<file path="src/rtl/rawc_pkg.sv">
package rawc_pkg;

  // field widths
  localparam int OFFSET_W = 40;
  localparam int LEN_W    = OFFSET_W + 1;
  localparam int BYTES_W  = 24;
  localparam int INDEX_W  = 18;
  localparam int CMD_W    = 2;
  localparam int SEL_W    = 4;
  localparam int ACTION_W = 3;
  localparam int BUCKET_W = 3;
  localparam int CONT_W   = 2;
  localparam int COUNT_W  = 64;

  // defaults for the top level parameters
  localparam int unsigned WIN_SIZE_DEF     = 262144;
  localparam int unsigned SECTOR_BYTES_DEF = 2048;

  // configuration port
  localparam int CFG_IDX_W = 1;
  localparam logic [CFG_IDX_W-1:0] REG_DISC_LENGTH    = 1'd0;
  localparam logic [CFG_IDX_W-1:0] REG_BUFFER_PRESENT = 1'd1;

  // stream packing
  localparam int S_DATA_W = 72;
  localparam int M_DATA_W = 152;
  localparam int S_USED_W = OFFSET_W + BYTES_W + 1 + SEL_W;
  localparam int M_USED_W = OFFSET_W + BYTES_W + INDEX_W + BUCKET_W + CONT_W + COUNT_W;

  // commands
  localparam logic [CMD_W-1:0] CMD_READ     = 2'd0;
  localparam logic [CMD_W-1:0] CMD_FILL_END = 2'd1;
  localparam logic [CMD_W-1:0] CMD_COUNTER  = 2'd2;

  // result actions
  localparam logic [ACTION_W-1:0] ACT_IGNORED     = 3'd0;
  localparam logic [ACTION_W-1:0] ACT_HIT_COPY    = 3'd1;
  localparam logic [ACTION_W-1:0] ACT_FILL        = 3'd2;
  localparam logic [ACTION_W-1:0] ACT_DIRECT      = 3'd3;
  localparam logic [ACTION_W-1:0] ACT_FILL_COPY   = 3'd4;
  localparam logic [ACTION_W-1:0] ACT_FILL_DIRECT = 3'd5;
  localparam logic [ACTION_W-1:0] ACT_COUNTER     = 3'd6;

  // continuity codes
  localparam logic [CONT_W-1:0] CONT_FIRST  = 2'd0;
  localparam logic [CONT_W-1:0] CONT_SEQ    = 2'd1;
  localparam logic [CONT_W-1:0] CONT_DISC   = 2'd2;

  // statistic counter slots
  localparam int NUM_STATS  = 14;
  localparam int ST_REQ     = 0;
  localparam int ST_BYTES   = 1;
  localparam int ST_BUCKET0 = 2;
  localparam int NUM_BUCKETS = 7;
  localparam int ST_SEQ     = 9;
  localparam int ST_DISC    = 10;
  localparam int ST_FILLS   = 11;
  localparam int ST_HITS    = 12;
  localparam int ST_DIRECT  = 13;

  // counter bank update for one processed beat
  typedef struct packed {
    logic                req;
    logic [BUCKET_W-1:0] bucket;
    logic [BYTES_W-1:0]  bytes;
    logic                seq;
    logic                disc;
    logic                fill;
    logic                hit;
    logic                direct;
  } stat_upd_t;

endpackage

</file>
<file path="src/rtl/rawc_stats.sv">
module rawc_stats (
  input  logic                            clk,
  input  logic                            rst,
  input  rawc_pkg::stat_upd_t             upd,
  input  logic [rawc_pkg::SEL_W-1:0]      sel,
  output logic [rawc_pkg::COUNT_W-1:0]    rd_data
);
  import rawc_pkg::*;

  logic [COUNT_W-1:0] stats [NUM_STATS];
  logic [COUNT_W-1:0] step  [NUM_STATS];

  // per-counter step for this beat
  always_comb begin
    for (int i = 0; i < NUM_STATS; i++) begin
      step[i] = '0;
    end
    step[ST_REQ]    = COUNT_W'(upd.req);
    step[ST_BYTES]  = upd.req ? COUNT_W'(upd.bytes) : '0;
    for (int b = 0; b < NUM_BUCKETS; b++) begin
      step[ST_BUCKET0 + b] = COUNT_W'(upd.req && (upd.bucket == BUCKET_W'(b)));
    end
    step[ST_SEQ]    = COUNT_W'(upd.seq);
    step[ST_DISC]   = COUNT_W'(upd.disc);
    step[ST_FILLS]  = COUNT_W'(upd.fill);
    step[ST_HITS]   = COUNT_W'(upd.hit);
    step[ST_DIRECT] = COUNT_W'(upd.direct);
  end

  // wrapping counters
  always_ff @(posedge clk) begin
    if (rst) begin
      for (int i = 0; i < NUM_STATS; i++) begin
        stats[i] <= '0;
      end
    end else begin
      for (int i = 0; i < NUM_STATS; i++) begin
        stats[i] <= stats[i] + step[i];
      end
    end
  end

  // read port, codes past the last slot read zero
  assign rd_data = (sel < SEL_W'(NUM_STATS)) ? stats[sel] : '0;

endmodule

</file>
<file path="src/rtl/read_ahead_window_controller.sv">
// channel    dir  signals                      contents
// s_axis     in   tdata[71:0], tuser[1:0]      read request, fill completion or counter read
// m_axis     out  tdata[151:0], tuser[2:0]     one result beat per input beat
// cfg        in   cfg_we, cfg_index, cfg_data  disc_length, buffer_present
//
// Every input beat passes through the input register, then the decision logic and counter
// bank update into the result register. One beat is accepted every cycle while m_axis is
// not stalled; the input register takes a new beat when it is empty or when its own beat
// moves on to the result register in the same cycle.
// Synchronous reset clears window, pending fill, continuity and all counters;
// buffer_present resets to one, disc_length to zero.
module read_ahead_window_controller #(
  parameter int unsigned WIN_SIZE     = rawc_pkg::WIN_SIZE_DEF,
  parameter int unsigned SECTOR_BYTES = rawc_pkg::SECTOR_BYTES_DEF
) (
  input  logic                               clk,
  input  logic                               rst,
  input  logic                               cfg_we,
  input  logic [rawc_pkg::CFG_IDX_W-1:0]     cfg_index,
  input  logic [rawc_pkg::LEN_W-1:0]         cfg_data,
  input  logic                               s_axis_tvalid,
  output logic                               s_axis_tready,
  // request_offset[39:0], request_bytes[63:40], fill_ok[64], counter_select[68:65]
  input  logic [rawc_pkg::S_DATA_W-1:0]      s_axis_tdata,
  // command[1:0]
  input  logic [rawc_pkg::CMD_W-1:0]         s_axis_tuser,
  output logic                               m_axis_tvalid,
  input  logic                               m_axis_tready,
  // reader_offset[39:0], reader_bytes[63:40], window_index[81:64],
  // size_bucket[84:82], continuity[86:85], counter_value[150:87]
  output logic [rawc_pkg::M_DATA_W-1:0]      m_axis_tdata,
  // action[2:0]
  output logic [rawc_pkg::ACTION_W-1:0]      m_axis_tuser
);
  import rawc_pkg::*;

  localparam int WLEN_W = $clog2(WIN_SIZE + 1);
  localparam logic [LEN_W-1:0]  WIN_L = LEN_W'(WIN_SIZE);
  localparam logic [WLEN_W-1:0] WIN_W = WLEN_W'(WIN_SIZE);

  // configuration registers
  logic [LEN_W-1:0] disc_length;
  logic             buffer_present;

  // window state
  logic                window_valid;
  logic [OFFSET_W-1:0] window_start;
  logic [WLEN_W-1:0]   window_length;
  logic                fill_pending;
  logic [OFFSET_W-1:0] pending_offset;
  logic [BYTES_W-1:0]  pending_bytes;
  logic [WLEN_W-1:0]   pending_window;
  logic                previous_known;
  logic [LEN_W-1:0]    last_end;

  // input register
  logic                in_valid;
  logic [CMD_W-1:0]    in_cmd;
  logic [OFFSET_W-1:0] in_off;
  logic [BYTES_W-1:0]  in_n;
  logic                in_ok;
  logic [SEL_W-1:0]    in_sel;

  logic advance;

  // decision signals
  logic                is_req;
  logic                is_done;
  logic [BUCKET_W-1:0] bucket;
  logic [LEN_W-1:0]    off_ext;
  logic [LEN_W-1:0]    n_ext;
  logic [LEN_W-1:0]    end_sum;
  logic                seq;
  logic                direct_early;
  logic [OFFSET_W-1:0] win_pos;
  logic [WLEN_W-1:0]   win_left;
  logic                win_hit;
  logic [LEN_W-1:0]    remaining;
  logic [WLEN_W-1:0]   fill_size;
  logic                direct_late;

  // result fields
  logic [ACTION_W-1:0] act;
  logic [OFFSET_W-1:0] r_off;
  logic [BYTES_W-1:0]  r_bytes;
  logic [INDEX_W-1:0]  w_idx;
  logic [BUCKET_W-1:0] r_bucket;
  logic [CONT_W-1:0]   cont;
  logic [COUNT_W-1:0]  cval;

  stat_upd_t upd;

  // counter bank read data
  logic [COUNT_W-1:0] stat_rd;

  // configuration writes
  always_ff @(posedge clk) begin
    if (rst) begin
      disc_length    <= '0;
      buffer_present <= 1'b1;
    end else if (cfg_we) begin
      case (cfg_index)
        REG_DISC_LENGTH:    disc_length    <= cfg_data;
        REG_BUFFER_PRESENT: buffer_present <= cfg_data[0];
        default: ;
      endcase
    end
  end

  // handshake
  assign advance       = in_valid && (!m_axis_tvalid || m_axis_tready);
  assign s_axis_tready = !in_valid || advance;

  // input register
  always_ff @(posedge clk) begin
    if (rst) begin
      in_valid <= 1'b0;
    end else if (s_axis_tready) begin
      in_valid <= s_axis_tvalid;
    end
  end

  always_ff @(posedge clk) begin
    if (s_axis_tready && s_axis_tvalid) begin
      in_cmd <= s_axis_tuser;
      in_off <= s_axis_tdata[OFFSET_W-1:0];
      in_n   <= s_axis_tdata[OFFSET_W +: BYTES_W];
      in_ok  <= s_axis_tdata[OFFSET_W + BYTES_W];
      in_sel <= s_axis_tdata[OFFSET_W + BYTES_W + 1 +: SEL_W];
    end
  end

  // request size class
  always_comb begin
    bucket = BUCKET_W'(NUM_BUCKETS - 1);
    for (int k = NUM_BUCKETS - 2; k >= 0; k--) begin
      if ({1'b0, in_n} <= (BYTES_W + 1)'(SECTOR_BYTES << k)) begin
        bucket = BUCKET_W'(k);
      end
    end
  end

  // window and disc checks
  assign is_req  = (in_cmd == CMD_READ) && (in_n != '0);
  assign is_done = (in_cmd == CMD_FILL_END) && fill_pending;
  assign off_ext = LEN_W'(in_off);
  assign n_ext   = LEN_W'(in_n);
  assign end_sum = off_ext + n_ext;
  assign seq     = (off_ext == last_end);

  assign direct_early = (off_ext >= disc_length) || !buffer_present || (n_ext > WIN_L);

  assign win_pos  = in_off - window_start;
  assign win_left = window_length - win_pos[WLEN_W-1:0];
  assign win_hit  = window_valid && (in_off >= window_start)
                    && (win_pos <= OFFSET_W'(window_length))
                    && (n_ext <= LEN_W'(win_left));

  assign remaining   = disc_length - off_ext;
  assign fill_size   = (remaining < WIN_L) ? remaining[WLEN_W-1:0] : WIN_W;
  assign direct_late = n_ext > LEN_W'(fill_size);

  // result and counter update selection
  always_comb begin
    act      = ACT_IGNORED;
    r_off    = '0;
    r_bytes  = '0;
    w_idx    = '0;
    r_bucket = '0;
    cont     = CONT_FIRST;
    cval     = '0;
    upd      = '0;
    if (is_req) begin
      upd.req    = 1'b1;
      upd.bucket = bucket;
      upd.bytes  = in_n;
      r_bucket   = bucket;
      if (previous_known) begin
        upd.seq  = seq;
        upd.disc = !seq;
        cont     = seq ? CONT_SEQ : CONT_DISC;
      end
      if (direct_early) begin
        upd.direct = 1'b1;
        act        = ACT_DIRECT;
        r_off      = in_off;
        r_bytes    = in_n;
      end else if (win_hit) begin
        upd.hit = 1'b1;
        act     = ACT_HIT_COPY;
        r_bytes = in_n;
        w_idx   = INDEX_W'(win_pos);
      end else if (direct_late) begin
        upd.direct = 1'b1;
        act        = ACT_DIRECT;
        r_off      = in_off;
        r_bytes    = in_n;
      end else begin
        act     = ACT_FILL;
        r_off   = in_off;
        r_bytes = BYTES_W'(fill_size);
      end
    end else if (is_done) begin
      if (in_ok) begin
        upd.fill = 1'b1;
        act      = ACT_FILL_COPY;
        r_bytes  = pending_bytes;
      end else begin
        upd.direct = 1'b1;
        act        = ACT_FILL_DIRECT;
        r_off      = pending_offset;
        r_bytes    = pending_bytes;
      end
    end else if (in_cmd == CMD_COUNTER) begin
      act  = ACT_COUNTER;
      cval = stat_rd;
    end
    if (!advance) begin
      upd = '0;
    end
  end

  // counter bank
  rawc_stats u_stats (
    .clk     (clk),
    .rst     (rst),
    .upd     (upd),
    .sel     (in_sel),
    .rd_data (stat_rd)
  );

  // window control state
  always_ff @(posedge clk) begin
    if (rst) begin
      window_valid   <= 1'b0;
      fill_pending   <= 1'b0;
      previous_known <= 1'b0;
    end else if (advance) begin
      if (is_req) begin
        previous_known <= 1'b1;
        if (act == ACT_FILL) begin
          window_valid <= 1'b0;
          fill_pending <= 1'b1;
        end
      end else if (is_done) begin
        fill_pending <= 1'b0;
        if (in_ok) begin
          window_valid <= 1'b1;
        end
      end
    end
  end

  // window payload state
  always_ff @(posedge clk) begin
    if (advance) begin
      if (is_req) begin
        last_end <= end_sum;
        if (act == ACT_FILL) begin
          pending_offset <= in_off;
          pending_bytes  <= in_n;
          pending_window <= fill_size;
        end
      end else if (is_done && in_ok) begin
        window_start  <= pending_offset;
        window_length <= pending_window;
      end
    end
  end

  // result register
  always_ff @(posedge clk) begin
    if (rst) begin
      m_axis_tvalid <= 1'b0;
    end else if (advance) begin
      m_axis_tvalid <= 1'b1;
    end else if (m_axis_tready) begin
      m_axis_tvalid <= 1'b0;
    end
  end

  always_ff @(posedge clk) begin
    if (advance) begin
      m_axis_tuser <= act;
      m_axis_tdata <= {{(M_DATA_W - M_USED_W){1'b0}},
                       cval, cont, r_bucket, w_idx, r_bytes, r_off};
    end
  end

endmodule
</file>
<file path="config.mk">
export PLATFORM = sky130hd
export DESIGN_NAME = read_ahead_window_controller
export DESIGN_NICKNAME = d
export VERILOG_FILES = /design/src/rtl/rawc_pkg.sv /design/src/rtl/rawc_stats.sv /design/src/rtl/read_ahead_window_controller.sv
export SDC_FILE = /design/constraint.sdc
export NUM_CORES = 2
export LEC_CHECK = 0
export BUFFER_PORTS_ARGS = -buffer_cell sky130_fd_sc_hd__buf_2
export CAP_MARGIN = 20
export CORE_UTILIZATION = 55
export CTS_BUF_LIST = sky130_fd_sc_hd__clkbuf_8
export CTS_CLUSTER_SIZE = 24
export DETAILED_ROUTE_END_ITERATION = 10
export GPL_TIMING_DRIVEN = 1
export PLACE_DENSITY = 0.72
export SLEW_MARGIN = 40
export SYNTH_ARGS = -nofsm -noshare
export SYNTH_HDL_FRONTEND = slang
export SYNTH_HIERARCHICAL = 1
export SYNTH_SLANG_ARGS = --single-unit
</file>
<file path="constraint.sdc">
create_clock -name clk -period 17.3 [get_ports clk]
set_clock_uncertainty 0.15 [all_clocks]
set_input_delay 2.595 -clock clk [delete_from_list [all_inputs] [get_ports clk]]
set_output_delay 2.595 -clock clk [all_outputs]
set_load 0.01 [all_outputs]
</file>
---- Word-level counts from Yosys, hierarchy flattened ----
Memories as Yosys holds them, arrays and structs flattened. A register that Yosys moved wholly into a read port is not among the register bits.
Cells that the tools add are included.
word-level totals
  register bits ........................... 391
  bits in writable memories ............... 896
  memories kept ........................... 1
memories
  memory         depth  bits a word  read ports  clocked after memory_dff  write ports  RTL line          source
  u_stats.stats  14     64           15          1                         14           rawc_stats.sv:10  logic [COUNT_W-1:0] stats [NUM_STATS];
operators by class
  add/subtract/negate cells ............... 18
  order comparisons ....................... 14
  equal/unequal tests ..................... 11
  mux-type cells .......................... 67
  bitwise operators ....................... 19
  reductions and logical operators ........ 39
operator list
  operator                number
  $mux W64                14
  $add A64 B1 Y64         13
  $mux W40                5
  $mux W24                6
  $add A64 B64 Y64        1
  $add A40 B24 Y41        1
  $eq A40 B41 Y1          1
  $ge A40 B41 Y1          1
  $lt A41 B19 Y1 const B  1
  $sub A41 B40 Y41        1
  $ge A40 B40 Y1          1
  $le A40 B19 Y1          1
  $sub A40 B40 Y40        1
  $mux W33                1
  $mux W30                1
  $mux W1                 26
  $gt A24 B19 Y1          1
  $gt A24 B19 Y1 const B  1
  $le A24 B12 Y1 const B  1
  $le A24 B13 Y1 const B  1
  $le A24 B14 Y1 const B  1
  $le A24 B15 Y1 const B  1
  $le A24 B16 Y1 const B  1
  $le A24 B17 Y1 const B  1
  other kinds (26)        85

---- Logic depth before layout (Yosys ltp) ----
  depth in word-level cells ............... 13
  gate-level depth with buffers ........... 42
  mapped depth without buffers ............ 40

---- Modules after synthesis ----
The synthesis kept the hierarchy.
by module, submodules not included
  module                        instances  cells an instance  area an instance (um^2)
  rawc_stats                    1          5297               47152.7
  read_ahead_window_controller  1          2412               25793.5

---- Worst setup path after synthesis ----
Ideal clock, no wire load.
  kind .................................... input-to-reg
  start ................................... input m_axis_tready
  end ..................................... memory u_stats.stats[5][56]
  arrival ................................. 10.026 ns
  path slack .............................. 7.000 ns
  cell stages on the path ................. 18
  cells stage by stage .................... nor2b_1 nand2b_1 clkbuf_1 inv_1 clkbuf_1 and2_1 nand2_1 nor2_1 ha_1 ha_1 nand4_1 nor2_1 and3_1 buf_2 and2_1 buf_2 nand3_1 mux2_1
RTL lines
  item         RTL line                            source
  from (decl)  read_ahead_window_controller.sv:28  input logic m_axis_tready,
  to (decl)    rawc_stats.sv:10

==> reports/metrics.csv <==
stage,metric,value,unit
timing,setup_ws,6.17,ns
setup_path,crit_required,18.04,ns
setup_path,criticalPathCategory,flip-flop to flip-flop,
clock_tree,cts_buffer_depth,3,
yosys,synth_edf_count,408,
hold_path,min-delay-path-class,flip-flop to flip-flop,
global_routing,grt_pass1_wl,328000,µm
die,die_h,366,µm
die,die_area,134000,µm²
global_routing,track_usage,31.3,%
global_routing,grt_max_degree,158,
final_layout,n_fill_cell,11188,
yosys,ys_seq_area_share,42.7,%
placed_design,port_buffers,273,
placed_design,pre_cts_slack,6.59,ns
detailed_routing,totalWireLength,216000,µm
power,vdd_drop_max,0.0762,mV
placed_design,dp.final_hpwl,158000,µm
clock_tree,clkTransAtPathRegs,0.07,ns
clock_tree,cts_buffers,220,
final_layout,fin_nets,8287,
final_layout,final_cell_mix,"1027 x nor2_1, 943 x dfxtp_1, 542 x nand2_1",
placed_design,placed_area,75900,µm²
yosys,syn-num-nets,8064,
final_layout,instances_no_fill,9884,
run,drv_cap,0,
die,coreArea,131000,µm²
die,initial_core_util,55.5,%
detailed_routing,vias,60540,
clock_tree,postCtsHoldBufs,0,
final_layout,fin_util,61.2,%
yosys,yosys_warnings,6,
power,leakage,30.2,nW
setup_path,slowest_delay,0.76,ns
timing,setup_viol_count_final,0,
detailed_routing,route.detailed.drc,0,
final_layout,seqCellArea,31100,µm²
final_layout,drive_gt1_share,12.4,%
global_routing,grt_pass1_vias,55927,
yosys,synth_cell_type_count,100,
final_layout,final_common_cell,nor2_1,
yosys,synth_ff_type,dfxtp_1,
global_routing,grt_overflow,0,
timing,grt_setup_unrepaired,false,
clock_tree,clockRootBuffer,clkbuf_8,
global_routing,antenna_found_initial,12,
timing,clock.fmax,0.0898,GHz
die,pin_count,278,
timing,slew_viol_final,0,
final_layout,area_delta_synth_final,10.4,%
setup_path,cp.arrival,11.88,ns
clock_tree,cts.sinks,1351,
detailed_routing,wl_per_cell,21.9,µm
clock_tree,cts_resized,0,
setup_path,crit_top_cell,ha_1,
power,power,6.70,mW
placed_design,dp.cells,9464,
power,power_density,83.3,nW/µm²
die,rows,133,
clock_tree,h-tree-depth,4,
setup_path,start_kind,flip-flop,
detailed_routing,drt-initial-drc-count,6742,
timing,hold_slack,0.267,ns
timing,hold_violations,0,
detailed_routing,ant_nets,0,
clock_tree,cts_tree,built,
clock_tree,worstSkewPairLatency,0.98,ns
final_layout,multi_input_area,39600,µm²
setup_path,end_kind,flip-flop,
timing,fin_crit_sh,64.4,%
detailed_routing,first_pass_iters,6,
status,outcome,"complete, no violations",
yosys,syn_inst,7709,
setup_path,crit_fanout,11,
timing,tightestPinTransition,0.901,ns
placed_design,gp_congestion,0.960,
setup_path,cp_slowest_cell,o21ai_0,
final_layout,fin_area,80500,µm²
yosys,syn_area,72900,µm²
timing,maxSlewHeadroom,38.2,%
yosys,avgSynthCellArea,9.46,µm²
detailed_routing,vias_per_cell,6.13,
die,die_x,366,µm
clock_tree,cts_setup_buffers,0,
yosys,async_flop_share,0,%
timing,finalSetupTns,0,ns
timing,min_period,11.13,ns
yosys,synth_seq_cells,1351,
-- cell families (layout without fill, tap and decap cells) --
logic type	Yosys count	after routing	synth area share (%)
AND/OR/NAND/NOR	3241	3241	22.7
flip-flops	1351	1351	42.7
AO/OA/AOI/OAI	1087	1087	9.10
XOR/XNOR	823	823	9.88
buffers and inverters	614	1023	3.32
multiplexers	358	358	8.25
adder cells (fa/ha/maj)	234	234	4.07
other	1	12	0.00514
-- routing by layer --
| layer | up-vias | track usage, % | routed length [µm] |
|---|---|---|---|
| met5 | - | 0 | 0 |
| met4 | 0 | 9.77 | 5760 |
| met3 | 342 | 5.44 | 19600 |
| met2 | 2383 | 46.3 | 93000 |
| met1 | 29797 | 46.6 | 97800 |
| li1 | 28018 | - | - |
-- report_power, final --
group          internal [mW]  switching (mW)
logic                  0.184           0.353
clock network           1.47            1.36
registers               3.30          0.0360
-- worst paths after layout --
check	start	endpoint	slack [ns]	depth (start not counted)
setup / recovery	in_off[0]	u_stats/stats[12][58]	6.17	37
hold / removal	pending_window[18]	window_length[18]	0.27	0
hold reg to reg	pending_window[18]	window_length[18]	0.27	0
setup reg to reg	in_off[0]	u_stats/stats[12][58]	6.17	37
-- cell usage after synthesis (all sizes together), types with 54 or more instances --
cell / instances / area, µm²
xnor2: 299 / 2620
buf: 95 / 477
edfxtp: 408 / 12300
or3: 151 / 955
and4: 110 / 971
nand4: 249 / 1650
nand3: 365 / 1850
nand2: 543 / 2040
o21ai: 295 / 1480
nor2: 1028 / 3860
nor2b: 102 / 641
clkbuf: 254 / 953
a21oi: 408 / 2050
nor3: 131 / 738
inv: 265 / 995
mux2i: 139 / 1390
nor4: 86 / 727
and3: 165 / 1030
dfxtp: 943 / 18900
xor2: 524 / 4590
mux4: 192 / 4320
a21o: 54 / 405
ha: 229 / 2870
and2: 166 / 1040
-- layout make-up --
cell class	count	share of cell area [%]
Sequential cell	1351	38.7
Clock buffer	263	4.50
Antenna cell	11	0.0342
Tap cell	1755	2.73
Clock inverter	145	1.07
Timing Repair Buffer	350	2.63
Inverter	265	1.24
Multi-Input combinational cell	5744	49.1
-- worst max-delay path, delay by kind of cell (launching register included) --
family	cells	cell delay [ns]
AOI/OAI and AO/OA	12	3.73
xor gates and xnor gates	2	0.53
adders and majority gates	6	1.73
buffers and inverters	3	0.25
DFF	1	0.53
and+or+nand+nor	14	4.14
-- registers in the layout, indices dropped and copies added, names as in the netlist, 24 cells and up --
signal	cells
pending_offset	40
last_end	41
m_axis_tdata	151
disc_length	41
in_off	40
in_n	24
pending_bytes	24
u_stats/stats	896
window_start	40
Note: power is estimated with default switching activity, not from simulation.
